## src/rtl/scfp_pkg.sv

```systemverilog
package scfp_pkg;

    // Command prefix, first character in the top byte
    localparam int unsigned PREFIX_LEN = 11;
    localparam logic [8*PREFIX_LEN-1:0] PFX_SET_STR  = "##SRVO:PWMS";
    localparam logic [8*PREFIX_LEN-1:0] PFX_INIT_STR = "##SRVO:INIT";

    // Characters of interest
    localparam logic [7:0] CH_HASH  = 8'h23;
    localparam logic [7:0] CH_AMP   = 8'h26;
    localparam logic [7:0] CH_COMMA = 8'h2C;
    localparam logic [7:0] CH_OPEN  = 8'h28;
    localparam logic [7:0] CH_CLOSE = 8'h29;
    localparam logic [7:0] CH_PLUS  = 8'h2B;
    localparam logic [7:0] CH_MINUS = 8'h2D;
    localparam logic [7:0] CH_SPACE = 8'h20;
    localparam logic [7:0] CH_TAB   = 8'h09;
    localparam logic [7:0] CH_CR    = 8'h0D;
    localparam logic [7:0] CH_ZERO  = 8'h30;
    localparam logic [7:0] CH_NINE  = 8'h39;

    // Frame kinds
    localparam logic [1:0] KIND_SET     = 2'd0;
    localparam logic [1:0] KIND_INIT    = 2'd1;
    localparam logic [1:0] KIND_NOPAREN = 2'd2;
    localparam logic [1:0] KIND_UNKNOWN = 2'd3;

    // Magnitude clamp: one past the largest positive value
    localparam logic [15:0] MAG_LIMIT = 16'h8000;
    localparam logic [15:0] POS_MAX   = 16'h7FFF;

    typedef logic signed [15:0] arg_t;

    // Pick character idx (0 = first) of a prefix string
    function automatic logic [7:0] pfx_byte(input logic [8*PREFIX_LEN-1:0] str,
                                            input logic [3:0] idx);
        logic [7:0] res;
        res = 8'h00;
        for (int i = 0; i < PREFIX_LEN; i++) begin
            if (idx == 4'(i)) begin
                res = str[8*(PREFIX_LEN-1-i) +: 8];
            end
        end
        return res;
    endfunction

    // Signed, saturated value of a parsed argument
    function automatic arg_t arg_value(input logic neg, input logic [15:0] mag);
        arg_t res;
        if (neg) begin
            res = arg_t'(16'(~mag + 16'd1));
        end else if (mag > POS_MAX) begin
            res = arg_t'(POS_MAX);
        end else begin
            res = arg_t'(mag);
        end
        return res;
    endfunction

    function automatic logic is_space(input logic [7:0] b);
        return (b == CH_SPACE) || (b >= CH_TAB && b <= CH_CR);
    endfunction

    function automatic logic is_digit(input logic [7:0] b);
        return (b >= CH_ZERO) && (b <= CH_NINE);
    endfunction

endpackage

```

## src/rtl/scfp_ram.sv

```systemverilog
module scfp_ram #(
    parameter int WIDTH = 8,
    parameter int DEPTH = 32
) (
    input  logic                     clk,
    input  logic                     we,
    input  logic [$clog2(DEPTH)-1:0] waddr,
    input  logic [WIDTH-1:0]         wdata,
    input  logic [$clog2(DEPTH)-1:0] raddr,
    output logic [WIDTH-1:0]         rdata
);

    logic [WIDTH-1:0] mem [DEPTH];

    // Write port and registered read port
    always_ff @(posedge clk) begin
        if (we) begin
            mem[waddr] <= wdata;
        end
        rdata <= mem[raddr];
    end

endmodule

```

## src/rtl/servo_command_frame_parser.sv

```systemverilog
// Servo command frame parser.
// s_ channel: one received serial byte per request in s_tdata[7:0].
// m_ channel: one result per complete frame, m_tdata holds the frame kind
// and the four saturated arguments.
// A frame completes when '&' arrives and the buffer starts with "##". Bytes
// are written into a byte buffer RAM; bytes arriving with the buffer full
// are dropped. After an ordinary byte s_tready stays high for the next one.
// A completing '&' starts a walk that reads the stored bytes (up to
// BUFFER_DEPTH) through the RAM's single read port, one byte per cycle;
// the block stays busy (s_tready low) through the walk and until the
// result is loaded into the output register, when s_tready rises again.
// The output register holds one result; while it waits for m_tready the
// block keeps taking bytes, and only a following frame end waits for it.
// Reset empties the buffer at once (no clearing pass) and drops any
// pending result. A stall on m_ only delays the next completed frame.
module servo_command_frame_parser #(
    parameter int BUFFER_DEPTH = 32
) (
    input  logic        aclk,
    input  logic        aresetn,
    input  logic        s_tvalid,
    output logic        s_tready,
    input  logic [7:0]  s_tdata,   // [7:0] rx_byte
    output logic        m_tvalid,
    input  logic        m_tready,
    // [1:0] frame_kind, [17:2] front_left, [33:18] rear_left,
    // [49:34] front_right, [65:50] rear_right, [71:66] zero
    output logic [71:0] m_tdata
);

    localparam int AW = $clog2(BUFFER_DEPTH);
    localparam int CW = $clog2(BUFFER_DEPTH + 1);

    localparam logic [1:0] ST_IDLE = 2'd0;
    localparam logic [1:0] ST_WALK = 2'd1;
    localparam logic [1:0] ST_DONE = 2'd2;

    localparam logic [1:0] PH_LEAD  = 2'd0;
    localparam logic [1:0] PH_DIGIT = 2'd1;
    localparam logic [1:0] PH_END   = 2'd2;

    localparam logic [CW-1:0] PFX_N  = CW'(scfp_pkg::PREFIX_LEN);
    localparam logic [CW-1:0] BODY_0 = CW'(scfp_pkg::PREFIX_LEN + 1);

    logic [1:0]    state_reg, state_next;
    logic [CW-1:0] count_reg, count_next;
    logic          hash0_reg, hash0_next;
    logic          hash1_reg, hash1_next;
    logic [7:0]    last_reg, last_next;
    logic [7:0]    prev_reg, prev_next;

    logic [CW-1:0] walk_cnt_reg, walk_cnt_next;
    logic [CW-1:0] len_reg, len_next;
    logic [CW-1:0] end_reg, end_next;
    logic          close_ok_reg, close_ok_next;
    logic          open_ok_reg, open_ok_next;
    logic          set_ok_reg, set_ok_next;
    logic          init_ok_reg, init_ok_next;
    logic [CW-1:0] issue_reg, issue_next;
    logic          rd_vld_reg, rd_vld_next;
    logic [CW-1:0] pos_reg, pos_next;

    logic [2:0]    arg_k_reg, arg_k_next;
    logic [1:0]    phase_reg, phase_next;
    logic          neg_reg, neg_next;
    logic [15:0]   mag_reg, mag_next;
    scfp_pkg::arg_t args_reg [4];
    scfp_pkg::arg_t args_next [4];

    logic          m_tvalid_reg, m_tvalid_next;
    logic [71:0]   m_tdata_reg, m_tdata_next;

    logic          ram_we;
    logic [AW-1:0] ram_raddr;
    logic [7:0]    ram_rdata;

    logic          s_acc;
    logic          full;
    logic          store;
    logic [CW-1:0] count_after;
    logic [7:0]    byte_b;
    logic [19:0]   mag_acc;
    logic [1:0]    kind;
    logic          parse_ok;
    logic          args_ok;
    logic          walk_end;

    assign s_tready = (state_reg == ST_IDLE);
    assign s_acc    = s_tvalid && s_tready;
    assign full     = (count_reg == CW'(BUFFER_DEPTH));
    assign store    = s_acc && !full;
    assign ram_we   = store;
    assign count_after = count_reg + CW'(!full);
    assign ram_raddr = issue_reg[AW-1:0];
    assign byte_b    = ram_rdata;
    assign walk_end  = (state_reg == ST_WALK) && (issue_reg == walk_cnt_reg) && !rd_vld_reg;

    scfp_ram #(
        .WIDTH (8),
        .DEPTH (BUFFER_DEPTH)
    ) u_buf (
        .clk   (aclk),
        .we    (ram_we),
        .waddr (count_reg[AW-1:0]),
        .wdata (s_tdata),
        .raddr (ram_raddr),
        .rdata (ram_rdata)
    );

    // Classify the finished frame
    always_comb begin
        if (len_reg >= PFX_N && set_ok_reg) begin
            kind = scfp_pkg::KIND_SET;
        end else if (len_reg >= PFX_N && init_ok_reg) begin
            kind = scfp_pkg::KIND_INIT;
        end else begin
            kind = scfp_pkg::KIND_UNKNOWN;
        end
        parse_ok = (len_reg > PFX_N) && open_ok_reg && close_ok_reg;
        if (kind != scfp_pkg::KIND_UNKNOWN && !parse_ok) begin
            kind = scfp_pkg::KIND_NOPAREN;
        end
        // Arguments are reported only for a known, parenthesized command
        args_ok = (kind == scfp_pkg::KIND_SET) || (kind == scfp_pkg::KIND_INIT);
    end

    assign mag_acc = {mag_reg, 3'b000} + {3'b000, mag_reg, 1'b0}
                   + {12'd0, byte_b - scfp_pkg::CH_ZERO};

    always_comb begin
        logic          is_frame;
        logic          h0;
        logic          h1;
        logic [CW-1:0] len_v;
        logic          keep;
        state_next    = state_reg;
        count_next    = count_reg;
        hash0_next    = hash0_reg;
        hash1_next    = hash1_reg;
        last_next     = last_reg;
        prev_next     = prev_reg;
        walk_cnt_next = walk_cnt_reg;
        len_next      = len_reg;
        end_next      = end_reg;
        close_ok_next = close_ok_reg;
        open_ok_next  = open_ok_reg;
        set_ok_next   = set_ok_reg;
        init_ok_next  = init_ok_reg;
        issue_next    = issue_reg;
        rd_vld_next   = 1'b0;
        pos_next      = issue_reg;
        arg_k_next    = arg_k_reg;
        phase_next    = phase_reg;
        neg_next      = neg_reg;
        mag_next      = mag_reg;
        args_next     = args_reg;
        m_tvalid_next = m_tvalid_reg;
        m_tdata_next  = m_tdata_reg;
        is_frame      = 1'b0;
        h0            = hash0_reg;
        h1            = hash1_reg;
        len_v         = count_after;
        keep          = 1'b0;

        // Release the output register
        if (m_tvalid_reg && m_tready) begin
            m_tvalid_next = 1'b0;
        end

        unique case (state_reg)
            ST_IDLE: begin
                if (s_acc) begin
                    // Track the first two bytes and the last two stored
                    if (store) begin
                        last_next = s_tdata;
                        prev_next = last_reg;
                        if (count_reg == '0) begin
                            h0 = (s_tdata == scfp_pkg::CH_HASH);
                        end
                        if (count_reg == CW'(1)) begin
                            h1 = (s_tdata == scfp_pkg::CH_HASH);
                        end
                    end
                    hash0_next = h0;
                    hash1_next = h1;
                    is_frame = (s_tdata == scfp_pkg::CH_AMP) && (count_after >= CW'(2))
                             && h0 && h1;
                    count_next = count_after;
                    if (is_frame) begin
                        // Strip a stored '&' and note the closing byte
                        if (last_next == scfp_pkg::CH_AMP) begin
                            len_v = count_after - CW'(1);
                            close_ok_next = (prev_next == scfp_pkg::CH_CLOSE);
                        end else begin
                            close_ok_next = (last_next == scfp_pkg::CH_CLOSE);
                        end
                        len_next      = len_v;
                        end_next      = len_v - CW'(1);
                        walk_cnt_next = count_after;
                        count_next    = '0;
                        issue_next    = '0;
                        set_ok_next   = 1'b1;
                        init_ok_next  = 1'b1;
                        open_ok_next  = 1'b0;
                        arg_k_next    = '0;
                        phase_next    = PH_LEAD;
                        neg_next      = 1'b0;
                        mag_next      = '0;
                        for (int i = 0; i < 4; i++) begin
                            args_next[i] = '0;
                        end
                        state_next = ST_WALK;
                    end
                end
            end
            ST_WALK: begin
                // Issue one buffer read per cycle
                if (issue_reg != walk_cnt_reg) begin
                    rd_vld_next = 1'b1;
                    issue_next  = issue_reg + CW'(1);
                end
                // Consume the returning byte
                if (rd_vld_reg) begin
                    if (pos_reg < PFX_N) begin
                        if (byte_b != scfp_pkg::pfx_byte(scfp_pkg::PFX_SET_STR, pos_reg[3:0]))
                        begin
                            set_ok_next = 1'b0;
                        end
                        if (byte_b != scfp_pkg::pfx_byte(scfp_pkg::PFX_INIT_STR, pos_reg[3:0]))
                        begin
                            init_ok_next = 1'b0;
                        end
                    end
                    if (pos_reg == PFX_N) begin
                        open_ok_next = (byte_b == scfp_pkg::CH_OPEN);
                    end
                    if (pos_reg >= BODY_0 && pos_reg < end_reg && arg_k_reg < 3'd4) begin
                        if (byte_b == scfp_pkg::CH_COMMA) begin
                            args_next[arg_k_reg[1:0]] = scfp_pkg::arg_value(neg_reg, mag_reg);
                            arg_k_next = arg_k_reg + 3'd1;
                            phase_next = PH_LEAD;
                            neg_next   = 1'b0;
                            mag_next   = '0;
                        end else begin
                            case (phase_reg)
                                PH_LEAD: begin
                                    if (scfp_pkg::is_space(byte_b)) begin
                                        keep = 1'b1;
                                    end else if (byte_b == scfp_pkg::CH_MINUS) begin
                                        neg_next   = 1'b1;
                                        phase_next = PH_DIGIT;
                                    end else if (byte_b == scfp_pkg::CH_PLUS) begin
                                        phase_next = PH_DIGIT;
                                    end else if (scfp_pkg::is_digit(byte_b)) begin
                                        mag_next   = 16'(mag_acc);
                                        phase_next = PH_DIGIT;
                                    end else begin
                                        phase_next = PH_END;
                                    end
                                end
                                PH_DIGIT: begin
                                    if (scfp_pkg::is_digit(byte_b)) begin
                                        if (mag_acc > {4'd0, scfp_pkg::MAG_LIMIT}) begin
                                            mag_next = scfp_pkg::MAG_LIMIT;
                                        end else begin
                                            mag_next = 16'(mag_acc);
                                        end
                                    end else begin
                                        phase_next = PH_END;
                                    end
                                end
                                default: begin
                                    keep = 1'b1;
                                end
                            endcase
                        end
                    end
                end
                // Close the open argument at the end of the walk
                if (walk_end) begin
                    if (arg_k_reg < 3'd4) begin
                        args_next[arg_k_reg[1:0]] = scfp_pkg::arg_value(neg_reg, mag_reg);
                    end
                    state_next = ST_DONE;
                end
            end
            ST_DONE: begin
                // Load the result once the output register is free
                if (!m_tvalid_reg || m_tready) begin
                    m_tvalid_next = 1'b1;
                    m_tdata_next  = {6'd0,
                                     args_ok ? args_reg[3] : 16'sd0,
                                     args_ok ? args_reg[2] : 16'sd0,
                                     args_ok ? args_reg[1] : 16'sd0,
                                     args_ok ? args_reg[0] : 16'sd0,
                                     kind};
                    state_next    = ST_IDLE;
                end
            end
            default: begin
                state_next = ST_IDLE;
            end
        endcase
        if (keep) begin
            phase_next = phase_reg;
        end
    end

    // Control state
    always_ff @(posedge aclk) begin
        if (!aresetn) begin
            state_reg    <= ST_IDLE;
            count_reg    <= '0;
            hash0_reg    <= 1'b0;
            hash1_reg    <= 1'b0;
            issue_reg    <= '0;
            rd_vld_reg   <= 1'b0;
            arg_k_reg    <= '0;
            phase_reg    <= PH_LEAD;
            m_tvalid_reg <= 1'b0;
        end else begin
            state_reg    <= state_next;
            count_reg    <= count_next;
            hash0_reg    <= hash0_next;
            hash1_reg    <= hash1_next;
            issue_reg    <= issue_next;
            rd_vld_reg   <= rd_vld_next;
            arg_k_reg    <= arg_k_next;
            phase_reg    <= phase_next;
            m_tvalid_reg <= m_tvalid_next;
        end
    end

    // Payload and walk bookkeeping
    always_ff @(posedge aclk) begin
        last_reg     <= last_next;
        prev_reg     <= prev_next;
        walk_cnt_reg <= walk_cnt_next;
        len_reg      <= len_next;
        end_reg      <= end_next;
        close_ok_reg <= close_ok_next;
        open_ok_reg  <= open_ok_next;
        set_ok_reg   <= set_ok_next;
        init_ok_reg  <= init_ok_next;
        pos_reg      <= pos_next;
        neg_reg      <= neg_next;
        mag_reg      <= mag_next;
        args_reg     <= args_next;
        m_tdata_reg  <= m_tdata_next;
    end

    assign m_tvalid = m_tvalid_reg;
    assign m_tdata  = m_tdata_reg;

    a_count_bound: assert property (@(posedge aclk) disable iff (!aresetn)
        count_reg <= CW'(BUFFER_DEPTH))
        else $error("byte count beyond buffer depth");

    a_arg_bound: assert property (@(posedge aclk) disable iff (!aresetn)
        arg_k_reg <= 3'd4)
        else $error("argument index beyond four");

    a_read_in_walk: assert property (@(posedge aclk) disable iff (!aresetn)
        rd_vld_reg |-> (state_reg == ST_WALK))
        else $error("buffer read returned outside the walk");

    a_done_loads: assert property (@(posedge aclk) disable iff (!aresetn)
        (state_reg == ST_DONE && (!m_tvalid_reg || m_tready))
            |=> (m_tvalid_reg && state_reg == ST_IDLE))
        else $error("finished frame did not reach the output register");

endmodule
```

## config.mk

```make
export PLATFORM = sky130hd
export DESIGN_NAME = servo_command_frame_parser
export DESIGN_NICKNAME = d
export VERILOG_FILES = /design/src/rtl/scfp_pkg.sv /design/src/rtl/scfp_ram.sv /design/src/rtl/servo_command_frame_parser.sv
export SDC_FILE = /design/constraint.sdc
export NUM_CORES = 1
export LEC_CHECK = 0
export BUFFER_PORTS_ARGS = -buffer_cell sky130_fd_sc_hd__buf_4
export CORE_ASPECT_RATIO = 0.9
export CORE_MARGIN = 2
export CORE_UTILIZATION = 30
export CTS_BUF_LIST = sky130_fd_sc_hd__clkbuf_8
export CTS_CLUSTER_DIAMETER = 30
export DETAILED_ROUTE_END_ITERATION = 12
export SETUP_SLACK_MARGIN = 0.1
export SLEW_MARGIN = 30
export SYNTH_ARGS = -nofsm -noshare
export SYNTH_HDL_FRONTEND = slang
export SYNTH_SLANG_ARGS = --single-unit
```

## constraint.sdc

```tcl
create_clock -name aclk -period 15.2 [get_ports aclk]
set_clock_uncertainty 0.05 [all_clocks]
set_input_delay 3.04 -clock aclk [delete_from_list [all_inputs] [get_ports aclk]]
set_output_delay 3.04 -clock aclk [all_outputs]
set_load 0.02 [all_outputs]
```

==> impl_results.md <==
- Min Clock Period, post-route: 5.56 ns
- Setup bufs post-CTS: 0
- Tot Pwr: 2.78 mW
- Yosys reg bits: 478
- Commonest non-fill, non-tap cell in the layout: edfxtp_1
- DPL Wire Length: 29.6 mm
- Row count: 93
- CTS tree: yes
- IO Port Bufs: 79
- Post-synth EDFFs: 441
- Synthesis-to-finish area growth: 16.0%
- Die ar.: 0.0742 sq mm
- Async S/R FF share, synth: 0
- CTS buffer count: 89
- Vias: 12300
- Skew-Pair Late Insertion Delay: ~0.66 ns
- Largest net degree at the start of global routing: between 70 and 80
- Clock root cell: clkbuf_8
- Mapped Area: 0.0216 sq mm
- Htree depth: 3
- Die H: roughly 260 um
- Slowest CP cell: mux2i_1
- Dominant synthesized flop cell: edfxtp_1
- First-pass GRT wire length: 71.9 mm
- Crit end category: flop
- Max frequency: 0.180 GHz
- Slew @ Worst Pin: 0.949 ns
- Length of the first detailed-routing pass in iterations: 5
- Design Area, Final: 0.0251 sq mm
- Status: complete, no violations
- Final period util: 0.366
- Placed instance area: 0.0232 sq mm
- Syn Inst Count: 1434
- Pwr per Cell Area: 111 mW/mm^2
- Slew headroom: 0.365
- Synth warn: 0
- Max stage delay on crit path: 0.75 ns
- # hold bufs at CTS: 0
- Fin nets: between 1500 and 2000
- Critical Path Fanout Max: 21
- Max-cap violation count: 0
- Clock transition at path regs: around 0.050 ns
- Clock Sinks: ~480
- Core Box Area: 0.0714 sq mm
- Synth area leader: edfxtp_1
- Global Route Usage Sum: 0.125
- Antenna violations before repair: 2
- Final core occ: 0.351
- Syn avg cell area: roughly 15 sq um
- Buffers & Inverters on Critical Path: 1
- Layout cells sized above 1: 0.227
- Setup TNS: 0 ns
- Diode count: 0
- RSZ-0062 raised after global routing: no
- Filler Cells Inserted: ~6800
- CP required: 15.53 ns
- Cts repair resizes: 0
- Clk buf depth: 3
- Kind of critical path: input pin to flop
- Vias in the first global route: 12100
- Grt ovf: 0
- Startpoint class of the critical path: input pin
- Post-synthesis sequential area ratio: 0.647
- 1st-iter DRT viols: 916
- Pleak: between 8 and 9 nW
- Die width: 287 um
- Post-DRT Antenna Nets: 0
- Final Hold Vio Count: 0
- Synth area leaders: edfxtp_1 (61%), mux4_2 (8.3%), dfxtp_1 (3.4%), mux2i_1 (3.4%), ha_1 (2.9%)
- Final setup violating endpoints: 0
- Post-Route WL: approximately 47 mm
- Synth cell types: 81
- Max reg flops: 256
- Top delay family on crit path: compound AO/OA/AOI/OAI gates
- Vias per inst: 4.79
- Worst Hold Class: flop to flop
- Most frequent cells in the layout: edfxtp_1 (441), nor2_1 (133), clkbuf_8 (94)
- Initial Utilization: 0.302
- Slew Viols, Final: 0
- VDD IR max: 71.4 uV
- Gpl congestion: 0.759
- Worst Path Arrival: 5.89 ns
- Cell breakdown of the critical path: buf_4 -> or3b_4 -> a31oi_4 -> mux2i_1 -> and2_1 -> nand3_1 -> xnor2_2 -> a211oi_1 -> xor2_1
- I/O pin count: 86
- Drc violations: 0
- Top-area cell type share of the netlist area: 0.613
- Wirelength per Cell: 18.2 um
## routing by layer
layer / vias to the layer above / track usage / part of all wire
li1: 5720 / - / -
met1: 6170 / 0.174 / 0.46
met2: 352 / 0.198 / 0.47
met3: 68 / 0.0258 / 0.052
met4: 0 / 0.0350 / 0.016
met5: - / 0 / 0
## final timing paths
kind	startpoint	endpoint	slack, ns	cells past startpoint
max	s_tvalid	end_reg[5]	9.64	9
min reg2reg	issue_reg[5]	pos_reg[5]	0.37	0
max reg2reg	u_buf.rdata[3]	mag_reg[9]	11.08	11
min	issue_reg[5]	pos_reg[5]	0.37	0
## cells in the mapped netlist (27+ instances only)
| master | number |
|---|---|
| clkbuf_1 | 48 |
| xnor2_1 | 27 |
| nand2_1 | 52 |
| o21ai_0 | 31 |
| and2_1 | 69 |
| mux2i_1 | 74 |
| edfxtp_1 | 441 |
| nor2_1 | 147 |
| mux4_2 | 80 |
| inv_1 | 35 |
| ha_1 | 50 |
| dfxtp_1 | 37 |
| a21oi_1 | 47 |
## metrics by stage
stage / cells / setup slack (ns) / hold WS [ns]
3_5_place_dp: 2407 / 9.01 / 0.347
4_1_cts: 2570 / 9.71 / 0.363
6_report: 2570 / 9.64 / 0.366
3_3_place_gp: 2407 / 8.80 / 0.353
2_1_floorplan: 1439 / 7.64 / 0.304
5_1_grt: 2570 / 9.50 / 0.377
## power breakdown
part	internal (mW)	leakage, nW	switching, mW
clock	0.704	0.989	0.563
combinational	0.0249	3.40	0.0442
sequential	1.44	4.49	0.00722
total	2.17	8.87	0.614
## logic make-up after synthesis
group,after synthesis,synth area share
flops,478,0.647
simple gates,413,0.0993
mux,178,0.130
compound gates,150,0.0469
buf+inv,108,0.0210
fa+ha+maj,56,0.0345
xor+xnor,50,0.0206
other cells,1,0.000174
## final cells by class
cell class	instances	area, sq um	area share
Sequential cell	478	14000	0.558
Multi-Input combinational cell	853	7230	0.289
Clock buffer	94	1290	0.0516
Tap cell	950	1190	0.0474
Timing Repair Buffer	89	676	0.0270
Clock inverter	69	544	0.0217
Inverter	37	139	0.00554
Note: power is estimated with default switching activity, not from simulation.
